$ cat config.mk
export PLATFORM = sky130hd
export DESIGN_NAME = ahdsr_envelope_generator
export DESIGN_NICKNAME = d
export VERILOG_FILES = /design/src/design/ahdsr_pkg.sv /design/src/design/ahdsr_muldiv.sv /design/src/design/ahdsr_seq.sv /design/src/design/ahdsr_envelope_generator.sv
export SDC_FILE = /design/constraint.sdc
export NUM_CORES = 2
export LEC_CHECK = 0
export BUFFER_PORTS_ARGS = -buffer_cell sky130_fd_sc_hd__buf_2
export CAP_MARGIN = 20
export CORE_UTILIZATION = 35
export CTS_BUF_LIST = sky130_fd_sc_hd__clkbuf_8
export DETAILED_ROUTE_END_ITERATION = 10
export SLEW_MARGIN = 30
export SYNTH_ARGS = -nofsm -noshare
export SYNTH_HDL_FRONTEND = slang
export SYNTH_SLANG_ARGS = --single-unit
$ cat constraint.sdc
create_clock -name clk_i -period 9.28 [get_ports clk_i]
set_input_delay 0.928 -clock clk_i [delete_from_list [all_inputs] [get_ports clk_i]]
set_output_delay 0.928 -clock clk_i [all_outputs]
set_load 0.02 [all_outputs]
$ cat src/design/ahdsr_pkg.sv
// Shared types and constants for the AHDSR envelope generator.
// Used by ahdsr_muldiv, ahdsr_seq and ahdsr_envelope_generator.
`timescale 1ns / 1ps
package ahdsr_pkg;

  localparam int unsigned TIME_BITS_DEF = 24;
  localparam int unsigned LEVEL_W       = 16;
  localparam logic [LEVEL_W-1:0] LEVEL_FULL = '1;
  localparam int unsigned CFG_DATA_W    = 24;
  localparam int unsigned CFG_IDX_W     = 3;

  typedef enum logic [2:0] {
    PH_ATTACK  = 3'd0,
    PH_HOLD    = 3'd1,
    PH_DECAY   = 3'd2,
    PH_SUSTAIN = 3'd3,
    PH_RELEASE = 3'd4,
    PH_IDLE    = 3'd5
  } phase_e;

  typedef enum logic [CFG_IDX_W-1:0] {
    CFG_ATTACK  = 3'd0,
    CFG_HOLD    = 3'd1,
    CFG_DECAY   = 3'd2,
    CFG_SUSTAIN = 3'd3,
    CFG_RELEASE = 3'd4,
    CFG_CURVE   = 3'd5
  } cfg_idx_e;

  typedef enum logic [2:0] {
    SQ_IDLE,
    SQ_EVAL,
    SQ_RAMP,
    SQ_SQR,
    SQ_SCALE,
    SQ_OUT
  } seq_state_e;

  typedef enum logic [1:0] {
    MD_IDLE,
    MD_MUL,
    MD_DIV,
    MD_FIX
  } md_state_e;

  typedef struct packed {
    logic start_note;
    logic key_released;
  } in_word_t;

  typedef struct packed {
    logic [LEVEL_W-1:0] level;
    phase_e             phase;
  } out_word_t;

endpackage

$ cat src/design/ahdsr_muldiv.sv
// Shared multiply-divide unit: quot = a * b / den, quotient below 2^16.
// Restoring divider, one quotient bit per cycle; divide by full scale in one step.
// Depends on ahdsr_pkg.
`timescale 1ns / 1ps
module ahdsr_muldiv
  import ahdsr_pkg::*;
#(
  parameter int unsigned OP_W = TIME_BITS_DEF
) (
  input  logic               clk_i,
  input  logic               rst_ni,
  input  logic               start_i,
  input  logic               by_full_i,
  input  logic [OP_W-1:0]    a_i,
  input  logic [LEVEL_W-1:0] b_i,
  input  logic [OP_W-1:0]    den_i,
  output logic               done_o,
  output logic [LEVEL_W-1:0] quot_o
);

  localparam int unsigned PROD_W = OP_W + LEVEL_W;
  localparam int unsigned CNT_W  = $clog2(LEVEL_W);

  md_state_e state_q, state_d;
  logic                done_q, done_d;
  logic [OP_W-1:0]     a_q, den_q, rem_q, rem_d;
  logic [LEVEL_W-1:0]  b_q, quot_q, quot_d;
  logic                full_q;
  logic [PROD_W-1:0]   prod_q, mul_w;
  logic [LEVEL_W-1:0]  prod_lo_w;
  logic [CNT_W-1:0]    cnt_q;
  logic [OP_W:0]       trial_w, diff_w;
  logic                fits_w;
  logic [LEVEL_W-1:0]  fix_hi_w, fix_quot_w;
  logic [LEVEL_W:0]    fix_r_w;

  always_comb begin
    state_d = state_q;
    unique case (state_q)
      MD_IDLE: if (start_i) state_d = MD_MUL;
      MD_MUL:  state_d = full_q ? MD_FIX : MD_DIV;
      MD_FIX:  state_d = MD_IDLE;
      MD_DIV:  if (cnt_q == '0) state_d = MD_IDLE;
      default: state_d = MD_IDLE;
    endcase
  end

  always_comb begin
    mul_w      = PROD_W'(a_q) * PROD_W'(b_q);
    prod_lo_w  = prod_q[LEVEL_W-1:0];
    trial_w    = {rem_q, prod_lo_w[cnt_q]};
    diff_w     = trial_w - {1'b0, den_q};
    fits_w     = trial_w >= {1'b0, den_q};
    rem_d      = fits_w ? diff_w[OP_W-1:0] : trial_w[OP_W-1:0];
    quot_d     = {quot_q[LEVEL_W-2:0], fits_w};
    fix_hi_w   = prod_q[2*LEVEL_W-1:LEVEL_W];
    fix_r_w    = {1'b0, prod_lo_w} + {1'b0, fix_hi_w};
    fix_quot_w = (fix_r_w >= {1'b0, LEVEL_FULL}) ? fix_hi_w + LEVEL_W'(1) : fix_hi_w;
    done_d     = (state_q == MD_FIX) || ((state_q == MD_DIV) && (cnt_q == '0));
  end

  always_ff @(posedge clk_i or negedge rst_ni) begin
    if (!rst_ni) begin
      state_q <= MD_IDLE;
      done_q  <= 1'b0;
    end else begin
      state_q <= state_d;
      done_q  <= done_d;
    end
  end

  always_ff @(posedge clk_i) begin
    unique case (state_q)
      MD_IDLE: begin
        if (start_i) begin
          a_q    <= a_i;
          b_q    <= b_i;
          den_q  <= den_i;
          full_q <= by_full_i;
        end
      end
      MD_MUL: begin
        prod_q <= mul_w;
        rem_q  <= mul_w[PROD_W-1:LEVEL_W];
        cnt_q  <= CNT_W'(LEVEL_W - 1);
      end
      MD_DIV: begin
        rem_q  <= rem_d;
        quot_q <= quot_d;
        cnt_q  <= cnt_q - CNT_W'(1);
      end
      MD_FIX: quot_q <= fix_quot_w;
      default: ;
    endcase
  end

  assign done_o = done_q;
  assign quot_o = quot_q;

endmodule

$ cat src/design/ahdsr_seq.sv
// Envelope sequencer: phase, elapsed counter, held level and output register.
// Drives the shared multiply-divide unit through ramp, square and scale steps.
// Depends on ahdsr_pkg.
`timescale 1ns / 1ps
module ahdsr_seq
  import ahdsr_pkg::*;
#(
  parameter int unsigned TIME_BITS = TIME_BITS_DEF,
  parameter int unsigned OP_W      = TIME_BITS_DEF
) (
  input  logic                 clk_i,
  input  logic                 rst_ni,
  input  logic                 in_valid_i,
  output logic                 in_stall_o,
  input  in_word_t             in_word_i,
  output logic                 out_valid_o,
  input  logic                 out_stall_i,
  output out_word_t            out_word_o,
  input  logic [TIME_BITS-1:0] attack_i,
  input  logic [TIME_BITS-1:0] hold_i,
  input  logic [TIME_BITS-1:0] decay_i,
  input  logic [TIME_BITS-1:0] release_i,
  input  logic [LEVEL_W-1:0]   sustain_i,
  input  logic                 quad_i,
  output logic                 md_start_o,
  output logic                 md_by_full_o,
  output logic [OP_W-1:0]      md_a_o,
  output logic [LEVEL_W-1:0]   md_b_o,
  output logic [OP_W-1:0]      md_den_o,
  input  logic                 md_done_i,
  input  logic [LEVEL_W-1:0]   md_quot_i
);

  seq_state_e state_q, state_d;
  phase_e     phase_q, in_phase_w, eval_phase_w;
  logic [TIME_BITS-1:0] elapsed_q, seg_len_w;
  logic [LEVEL_W-1:0]   held_q, last_q, lvl_q, lvl_d, ramp_p_w, eval_lvl_w;
  logic [OP_W-1:0]      scale_a_w;
  logic                 held_we_q, in_zero_w, seg_end_w, ramp_w, lvl_we_w;
  logic                 accept_w, out_free_w, is_attack_w;
  logic                 out_valid_q;
  out_word_t            out_word_q;

  assign accept_w    = in_valid_i && (state_q == SQ_IDLE);
  assign out_free_w  = !out_valid_q || !out_stall_i;
  assign is_attack_w = phase_q == PH_ATTACK;

  // flags ahead of the phase evaluation
  always_comb begin
    in_phase_w = phase_q;
    in_zero_w  = 1'b0;
    if (in_word_i.start_note) begin
      in_phase_w = PH_ATTACK;
      in_zero_w  = 1'b1;
    end
    if (in_word_i.key_released && in_phase_w != PH_RELEASE && in_phase_w != PH_IDLE) begin
      in_phase_w = PH_RELEASE;
      in_zero_w  = 1'b1;
    end
  end

  always_comb begin
    unique case (phase_q)
      PH_ATTACK:  seg_len_w = attack_i;
      PH_HOLD:    seg_len_w = hold_i;
      PH_DECAY:   seg_len_w = decay_i;
      PH_RELEASE: seg_len_w = release_i;
      default:    seg_len_w = '0;
    endcase
    seg_end_w = (seg_len_w == '0) || (elapsed_q > seg_len_w);
    ramp_w    = !seg_end_w &&
                (phase_q == PH_ATTACK || phase_q == PH_DECAY || phase_q == PH_RELEASE);
  end

  // end-of-segment or flat level
  always_comb begin
    eval_phase_w = phase_q;
    eval_lvl_w   = last_q;
    unique case (phase_q)
      PH_ATTACK: begin
        eval_lvl_w = LEVEL_FULL;
        if (seg_end_w) eval_phase_w = PH_HOLD;
      end
      PH_HOLD: begin
        eval_lvl_w = LEVEL_FULL;
        if (seg_end_w) eval_phase_w = PH_DECAY;
      end
      PH_DECAY: begin
        eval_lvl_w = sustain_i;
        if (seg_end_w) eval_phase_w = PH_SUSTAIN;
      end
      PH_SUSTAIN: eval_lvl_w = sustain_i;
      PH_RELEASE: if (seg_end_w) eval_phase_w = PH_IDLE;
      default:    eval_phase_w = PH_IDLE;
    endcase
  end

  always_comb begin
    state_d = state_q;
    unique case (state_q)
      SQ_IDLE: if (in_valid_i) state_d = SQ_EVAL;
      SQ_EVAL: state_d = ramp_w ? SQ_RAMP : SQ_OUT;
      SQ_RAMP: begin
        if (md_done_i) begin
          if (quad_i)           state_d = SQ_SQR;
          else if (is_attack_w) state_d = SQ_OUT;
          else                  state_d = SQ_SCALE;
        end
      end
      SQ_SQR:   if (md_done_i) state_d = is_attack_w ? SQ_OUT : SQ_SCALE;
      SQ_SCALE: if (md_done_i) state_d = SQ_OUT;
      SQ_OUT:   if (out_free_w) state_d = SQ_IDLE;
      default:  state_d = SQ_IDLE;
    endcase
  end

  always_comb begin
    ramp_p_w  = (phase_q == PH_RELEASE) ? LEVEL_FULL - md_quot_i : md_quot_i;
    scale_a_w = (phase_q == PH_RELEASE) ? OP_W'(held_q) : OP_W'(LEVEL_FULL - sustain_i);
    md_start_o   = 1'b0;
    md_by_full_o = 1'b1;
    md_a_o       = scale_a_w;
    md_b_o       = md_quot_i;
    md_den_o     = OP_W'(seg_len_w);
    lvl_we_w     = 1'b0;
    lvl_d        = md_quot_i;
    unique case (state_q)
      SQ_EVAL: begin
        md_start_o   = ramp_w;
        md_by_full_o = 1'b0;
        md_a_o       = (is_attack_w && quad_i) ? OP_W'(seg_len_w - elapsed_q)
                                               : OP_W'(elapsed_q);
        md_b_o       = LEVEL_FULL;
        lvl_we_w     = 1'b1;
        lvl_d        = eval_lvl_w;
      end
      SQ_RAMP: begin
        md_start_o = md_done_i && (quad_i || !is_attack_w);
        md_a_o     = quad_i ? OP_W'(ramp_p_w) : scale_a_w;
        md_b_o     = ramp_p_w;
        lvl_we_w   = md_done_i && is_attack_w && !quad_i;
      end
      SQ_SQR: begin
        md_start_o = md_done_i && !is_attack_w;
        lvl_we_w   = md_done_i && is_attack_w;
        lvl_d      = LEVEL_FULL - md_quot_i;
      end
      SQ_SCALE: begin
        lvl_we_w = md_done_i;
        lvl_d    = (phase_q == PH_RELEASE) ? md_quot_i : LEVEL_FULL - md_quot_i;
      end
      default: ;
    endcase
  end

  always_ff @(posedge clk_i or negedge rst_ni) begin
    if (!rst_ni) begin
      state_q     <= SQ_IDLE;
      phase_q     <= PH_IDLE;
      elapsed_q   <= '0;
      held_q      <= '0;
      last_q      <= '0;
      out_valid_q <= 1'b0;
    end else begin
      state_q <= state_d;
      if (accept_w) begin
        phase_q <= in_phase_w;
        if (in_zero_w) elapsed_q <= '0;
      end
      if (state_q == SQ_EVAL) begin
        phase_q <= eval_phase_w;
        if (eval_phase_w != phase_q) elapsed_q <= '0;
      end
      if (state_q == SQ_OUT && out_free_w) begin
        out_valid_q <= 1'b1;
        last_q      <= lvl_q;
        if (held_we_q) held_q <= lvl_q;
        if (elapsed_q != '1) elapsed_q <= elapsed_q + TIME_BITS'(1);
      end else if (out_valid_q && !out_stall_i) begin
        out_valid_q <= 1'b0;
      end
    end
  end

  always_ff @(posedge clk_i) begin
    if (lvl_we_w) lvl_q <= lvl_d;
    if (state_q == SQ_EVAL) held_we_q <= (phase_q != PH_RELEASE) && (phase_q != PH_IDLE);
    if (state_q == SQ_OUT && out_free_w) begin
      out_word_q.level <= lvl_q;
      out_word_q.phase <= phase_q;
    end
  end

  assign in_stall_o  = state_q != SQ_IDLE;
  assign out_valid_o = out_valid_q;
  assign out_word_o  = out_word_q;

endmodule

$ cat src/design/ahdsr_envelope_generator.sv
// AHDSR envelope generator top level: configuration registers, sequencer and
// shared multiply-divide unit. Depends on ahdsr_pkg, ahdsr_seq, ahdsr_muldiv.
// Per word: a flat tick goes straight to the output; a ramp runs one 16-step divide,
// then a full-scale square for a quadratic curve and a scale for decay or release.
// Throughput: one word at a time, next accept in the cycle after the output registers.
// Reset is asynchronous, active low: phase idle, elapsed counter, held levels and segment times zero, sustain full.
`timescale 1ns / 1ps
module ahdsr_envelope_generator
  import ahdsr_pkg::*;
#(
  parameter int unsigned TIME_BITS = TIME_BITS_DEF
) (
  input  logic                  clk_i,
  input  logic                  rst_ni,
  input  logic                  in_valid_i,
  output logic                  in_stall_o,
  input  in_word_t              in_word_i,
  output logic                  out_valid_o,
  input  logic                  out_stall_i,
  output out_word_t             out_word_o,
  input  logic                  cfg_we_i,
  input  logic [CFG_IDX_W-1:0]  cfg_idx_i,
  input  logic [CFG_DATA_W-1:0] cfg_data_i
);

  localparam int unsigned OP_W = (TIME_BITS > LEVEL_W) ? TIME_BITS : LEVEL_W;

  logic [TIME_BITS-1:0] attack_q, hold_q, decay_q, release_q;
  logic [LEVEL_W-1:0]   sustain_q;
  logic                 quad_q;

  logic                 md_start, md_by_full, md_done;
  logic [OP_W-1:0]      md_a, md_den;
  logic [LEVEL_W-1:0]   md_b, md_quot;

  always_ff @(posedge clk_i or negedge rst_ni) begin
    if (!rst_ni) begin
      attack_q  <= '0;
      hold_q    <= '0;
      decay_q   <= '0;
      sustain_q <= LEVEL_FULL;
      release_q <= '0;
      quad_q    <= 1'b0;
    end else if (cfg_we_i) begin
      unique case (cfg_idx_i)
        CFG_ATTACK:  attack_q  <= TIME_BITS'(cfg_data_i);
        CFG_HOLD:    hold_q    <= TIME_BITS'(cfg_data_i);
        CFG_DECAY:   decay_q   <= TIME_BITS'(cfg_data_i);
        CFG_SUSTAIN: sustain_q <= cfg_data_i[LEVEL_W-1:0];
        CFG_RELEASE: release_q <= TIME_BITS'(cfg_data_i);
        CFG_CURVE:   quad_q    <= cfg_data_i[0];
        default: ;
      endcase
    end
  end

  ahdsr_seq #(
    .TIME_BITS (TIME_BITS),
    .OP_W      (OP_W)
  ) u_seq (
    .clk_i        (clk_i),
    .rst_ni       (rst_ni),
    .in_valid_i   (in_valid_i),
    .in_stall_o   (in_stall_o),
    .in_word_i    (in_word_i),
    .out_valid_o  (out_valid_o),
    .out_stall_i  (out_stall_i),
    .out_word_o   (out_word_o),
    .attack_i     (attack_q),
    .hold_i       (hold_q),
    .decay_i      (decay_q),
    .release_i    (release_q),
    .sustain_i    (sustain_q),
    .quad_i       (quad_q),
    .md_start_o   (md_start),
    .md_by_full_o (md_by_full),
    .md_a_o       (md_a),
    .md_b_o       (md_b),
    .md_den_o     (md_den),
    .md_done_i    (md_done),
    .md_quot_i    (md_quot)
  );

  ahdsr_muldiv #(
    .OP_W (OP_W)
  ) u_muldiv (
    .clk_i     (clk_i),
    .rst_ni    (rst_ni),
    .start_i   (md_start),
    .by_full_i (md_by_full),
    .a_i       (md_a),
    .b_i       (md_b),
    .den_i     (md_den),
    .done_o    (md_done),
    .quot_o    (md_quot)
  );

endmodule

==> Word-level counts from Yosys, hierarchy flattened <==
Index checks and enable logic that the tools add are counted.
{ "totals": {"reg_bits": 356, "output_inout_bits": 21, "wordCells": 168} }
{ "classes": {"n_addsub": 8, "multipliers": 1, "magnitude_cmp": 4, "n_eq_ne": 30, "n_mux": 52, "n_reduce_logical": 47} }
{ "ops": {"columns": ["op", "count"], "rows": [
  ["$mux W24", 10],
  ["$pmux W16 S2", 3],
  ["$pmux W24 S2", 2],
  ["$pmux W24 S4", 1],
  ["$mux W16", 3],
  ["$pmux W16 S3", 1],
  ["$sub A24 B24 Y24", 2],
  ["$mux W3", 15],
  ["$mul A24 B16 Y40", 1],
  ["$ge A25 B24 Y1", 1],
  ["$add A24 B1 Y24 const B", 1],
  ["$gt A24 B24 Y1", 1],
  ["$logic_not A24 Y1", 1],
  ["$ne A24 B24 Y1 const B", 1],
  ["$eq A3 B2 Y1 const B", 6],
  ["$pmux W3 S6", 1],
  ["$reduce_and A2 Y1", 9],
  ["$add A16 B16 Y17", 1],
  ["$ge A17 B16 Y1 const B", 1],
  ["$sub A16 B16 Y17 const A", 1],
  ["$add A16 B1 Y16 const B", 1],
  ["$sub A16 B16 Y16 const A", 1],
  ["$eq A3 B3 Y1 const B", 5],
  ["$pmux W3 S5", 1],
  ["26 further kinds", 72]
]} }

==> Longest topological paths before layout <==
{ "depth": {"word_depth": 11, "ltp_mapped": 25} }

==> Hierarchy <==
Synthesis repeated with hierarchy kept, for this count alone.
{ "unflattened": {"hier_cells": 3333, "area_unflattened_um2": 32496.2} }
{ "by_module_without_submodules": {"columns": ["mod", "instances", "cells_per_inst", "area_each_um2"], "rows": [
  ["ahdsr_muldiv", 1, 2068, 19966.6],
  ["ahdsr_seq", 1, 1021, 8204.1],
  ["ahdsr_envelope_generator", 1, 244, 4325.4]
]} }

==> Least setup slack after synthesis <==
No wires, ideal clock.
{ "synth_timing": {"path_kind": "register to register", "start": "register u_muldiv.a_q[14]", "end": "register u_muldiv.rem_q[22], data pin", "arrival_ps": 6064, "required_time_ps": 9007, "path_slack_ps": 2943, "path_stages_with_launch": 25, "path_buffers": 1, "period_less_slack_ps": 6337, "cell_sequence": "edfxtp_1 clkbuf_1 nand2_1 fa_1 inv_1 fa_1 inv_1 fa_1 inv_1 fa_1 fa_1 inv_1 fa_1 inv_1 ha_1 a21o_1 a21o_1 a21oi_1 o21ai_0 or2_2 o2111ai_1 o21ai_0 a311oi_1 xor2_1 mux2i_1"} }
{ "synth_between": {"elab_chain_cells": 2} }
{ "synth_rtl": {"columns": ["element", "line", "source"], "rows": [
  ["from (decl)", "ahdsr_muldiv.sv:26", "logic [OP_W-1:0] a_q, den_q, rem_q, rem_d;"],
  ["from (signal assigned)", "ahdsr_muldiv.sv:76", "a_q <= a_i;"],
  ["$mul A24 B16 Y40", "ahdsr_muldiv.sv:49", "mul_w = PROD_W'(a_q) * PROD_W'(b_q);"],
  ["$pmux W24 S2", "ahdsr_muldiv.sv:73", "unique case (state_q)"],
  ["to (signal assigned)", "ahdsr_muldiv.sv:84", "rem_q <= mul_w[PROD_W-1:LEVEL_W];"],
  ["to (signal assigned)", "ahdsr_muldiv.sv:88", "rem_q <= rem_d;"],
  ["to (decl)", "ahdsr_muldiv.sv:26", null]
]} }
No other way between the ends.
A chain may end at the register's enable or synchronous reset.

==> Worst setup path after layout <==
{ "layout_timing": {"start": "register u_muldiv.b_q[1]", "end": "register u_muldiv.rem_q[19], data pin"} }
{ "layout_between": {"elab_chain_cells": 2} }
{ "layout_rtl": {"columns": ["element", "line", "source"], "rows": [
  ["from (decl)", "ahdsr_muldiv.sv:27", "logic [LEVEL_W-1:0] b_q, quot_q, quot_d;"],
  ["from (signal assigned)", "ahdsr_muldiv.sv:77", "b_q <= b_i;"],
  ["$mul A24 B16 Y40", "ahdsr_muldiv.sv:49", null],
  ["$pmux W24 S2", "ahdsr_muldiv.sv:73", null]
]} }
No other way between the ends.

==> run metrics <==
outcome=complete, no violations; synthesized area=32200 µm²; largest net degree at the start of global routing=107; worst-path cell chain=nand2_1 -> fa_1 -> fa_1 -> fa_1 -> inv_1 -> fa_1 -> fa_1 -> inv_1 -> fa_1 -> inv_1 -> ha_1 -> and4_1 -> o21a_1 -> a21oi_1 -> a211oi_1 -> o21ai_0 -> a211oi_1 -> a211oi_1 -> o21ai_0 -> xnor2_1 -> mux2i_1; Synth top area share=0.192; worst clock skew=65.2 ps; initial cell density of the core=0.356; syn avg cell area=9.66 µm²; GR Overflow Total=0; setup violators final=0; wire per inst=19.4 µm; CTS max path bufs=3; vias in the first global route=23900; PostCTS Resize Cnt=0; CP dominant cell by count=fa_1; Slew HR=0.358; RSZ-0062 raised after global routing=no; fin crit period=7690 ps; Post-Syn Nets=3861; GP Congestion=0.883; Setup TNS Final=0 ps; Synth Warn #=0; All-Layer GR Usage=0.191; Max Slew Vio Count=0; hpwl dp=65000 µm; Fmax=0.130 GHz; clk sinks=356; WS Path Type=register to register; Worst setup SP type=register; ys flop type=edfxtp_1; First-pass DRT Iterations=6; TritonCTS clock tree=done; r2r worst-path depth=21; drt drc=0; vias post-DR=24000; Mapped Cells=3335; Distinct cells, synth=86; IO Port Bufs=54; Worst path slowest cell=edfxtp_1; CTS H-Tree Depth=2; worst path arrival time=8060 ps; Worst Path Required=9660 ps; clk slew on worst S/H paths=70 ps; Seq/Total Area, Yosys=0.305; Die Ht=305 µm; # hold bufs at CTS=0; die area=93300 µm²; Async SR Flop Fraction=0.503; placed insts=4423; top cells by area, synth=fa_1 (19%), edfxtp_1 (16%), dfrtp_1 (13%); layout cell share with drive strength beyond 1=0.114; root buffer cell=clkbuf_8; Cell Count, Final, Fillers Out=4539; DR iter-0 viols=2106; count of state elements after synthesis=356; crit-path max cell delay=970 ps; fin nets=3837; antenna violations before repair=3; die extent in x=305 µm; post-layout util=0.387; Fin. Hold Viols=0; post-CTS repair timing setup buffer count=0; crit end category=register; CP max FO=24; WL final=88000 µm; final worst-path cycle share=0.828; smallest hold slack=346 ps; Tightest Pin Transition=960 ps; Core ar.=90600 µm²; Top Ports=55; Row Count=110; largest area contributor in the netlist=fa_1; antenna-violating nets left=0; Num CTS Buffers=60; first-pass GRT wire length=140000 µm; number of synthesized flops with an enable pin=177; Worst Hold Class=input pin to async pin; worst-skew pair later-pin latency=690 ps; mean number of vias per cell=5.30; area grow syn2layout=8.69%; max-cap violations=0
final timing paths:
check                                  from                  to  slack [ps]
max in group asynchronous            rst_ni    u_seq.state_q[2]        7630
min in group clk_i         u_seq.last_q[11]    u_seq.last_q[11]         480
hold / removal                       rst_ni         decay_q[22]         350
hold reg to reg            u_seq.last_q[11]    u_seq.last_q[11]         480
setup / recovery            u_muldiv.b_q[1]  u_muldiv.rem_q[19]        1590
setup reg to reg            u_muldiv.b_q[1]  u_muldiv.rem_q[19]        1590
critical path: cells and delay by family (launching register included):
kind	cells	cell delay [ps]
muxes	1	80
and+or+nand+nor	2	410
xor gates and xnor gates	1	190
DFF	1	970
buffers and inverters	3	150
adders and majority gates	7	3370
AOI/OAI and AO/OA	7	2210
cell usage after synthesis, types with 44 or more instances:
library cell / number
a21oi_1: 185
mux2_2: 138
edfxtp_1: 177
clkbuf_1: 146
dfrtp_1: 161
o21ai_0: 151
mux2i_1: 48
fa_1: 309
ha_1: 183
nor2_1: 138
inv_1: 421
xnor2_1: 58
nand3_1: 44
nand2_1: 453
and2_1: 179
per-layer routing:
layer  GRT usage  up-vias  part of all wire
met2       0.300      795              0.46
li1            -    11200                 -
met3      0.0318      127             0.075
met4      0.0480        2             0.021
met5           0        -           0.00015
met1       0.272    12000              0.45
metrics by stage:
step	area (µm²)	worst slack (ps)
global route	35000	1190
finish	35000	1590
global placement	33600	1790
floorplan	32200	2940
CTS	35000	1580
detailed placement	33600	1660
registers in the layout (all words and copies together) (netlist names), 4 cells and up:
name	cells
u_muldiv.rem_q	24
decay_q	24
u_seq.last_q	16
u_muldiv.prod_q	32
u_seq.lvl_q	16
u_muldiv.b_q	16
u_seq.held_q	16
u_seq.out_word_o	19
sustain_q	16
release_q	24
attack_q	24
hold_q	24
u_muldiv.a_q	24
u_seq.elapsed_q	24
u_muldiv.quot_o	16
u_muldiv.cnt_q	4
u_muldiv.den_q	24
layout make-up:
class,instances,area (µm²)
Fill cell,8964,55500
Timing Repair Buffer,90,591
Multi-Input combinational cell,2382,20200
Sequential cell,356,9820
Tap cell,1176,1470
Clock inverter,40,345
Clock buffer,73,1000
Inverter,421,1580
Antenna cell,1,2.50
kinds of logic (layout without fill, tap and decap cells):
logic type | Yosys count | in the layout | share of synthesized area
other | 0 | 1 | 0
muxes | 191 | 191 | 0.0666
AOI/OAI and AO/OA | 602 | 602 | 0.120
adders and majority gates | 492 | 492 | 0.263
DFF | 356 | 356 | 0.305
xor gates and xnor gates | 98 | 98 | 0.0266
buffers and inverters | 597 | 624 | 0.0709
and+or+nand+nor | 999 | 999 | 0.148
cells in the final DEF (no fill, tap or decap), drive strengths merged, types with 15 or more instances in the layout:
master,netlist,routed
nand2,453,453
inv,421,440
fa,309,309
a21oi,185,185
ha,183,183
and2,180,180
edfxtp,177,177
dfrtp,161,161
o21ai,152,152
mux2,138,138
nor2,138,138
buf,30,89
clkbuf,146,74
xnor2,58,58
mux2i,48,48
nand3,45,45
xor2,40,40
a21o,38,38
nor3,36,36
o221ai,32,32
nand2b,31,31
o211ai,23,23
nand4,22,22
a31oi,21,21
and3,19,19
nor2b,19,19
a221o,18,18
dfstp,18,18
o21a,16,16
nor4,15,15
Power is left out: the tool's default activity adds up to more than one toggle a clock period on the data nets, which glitch-free logic cannot reach.
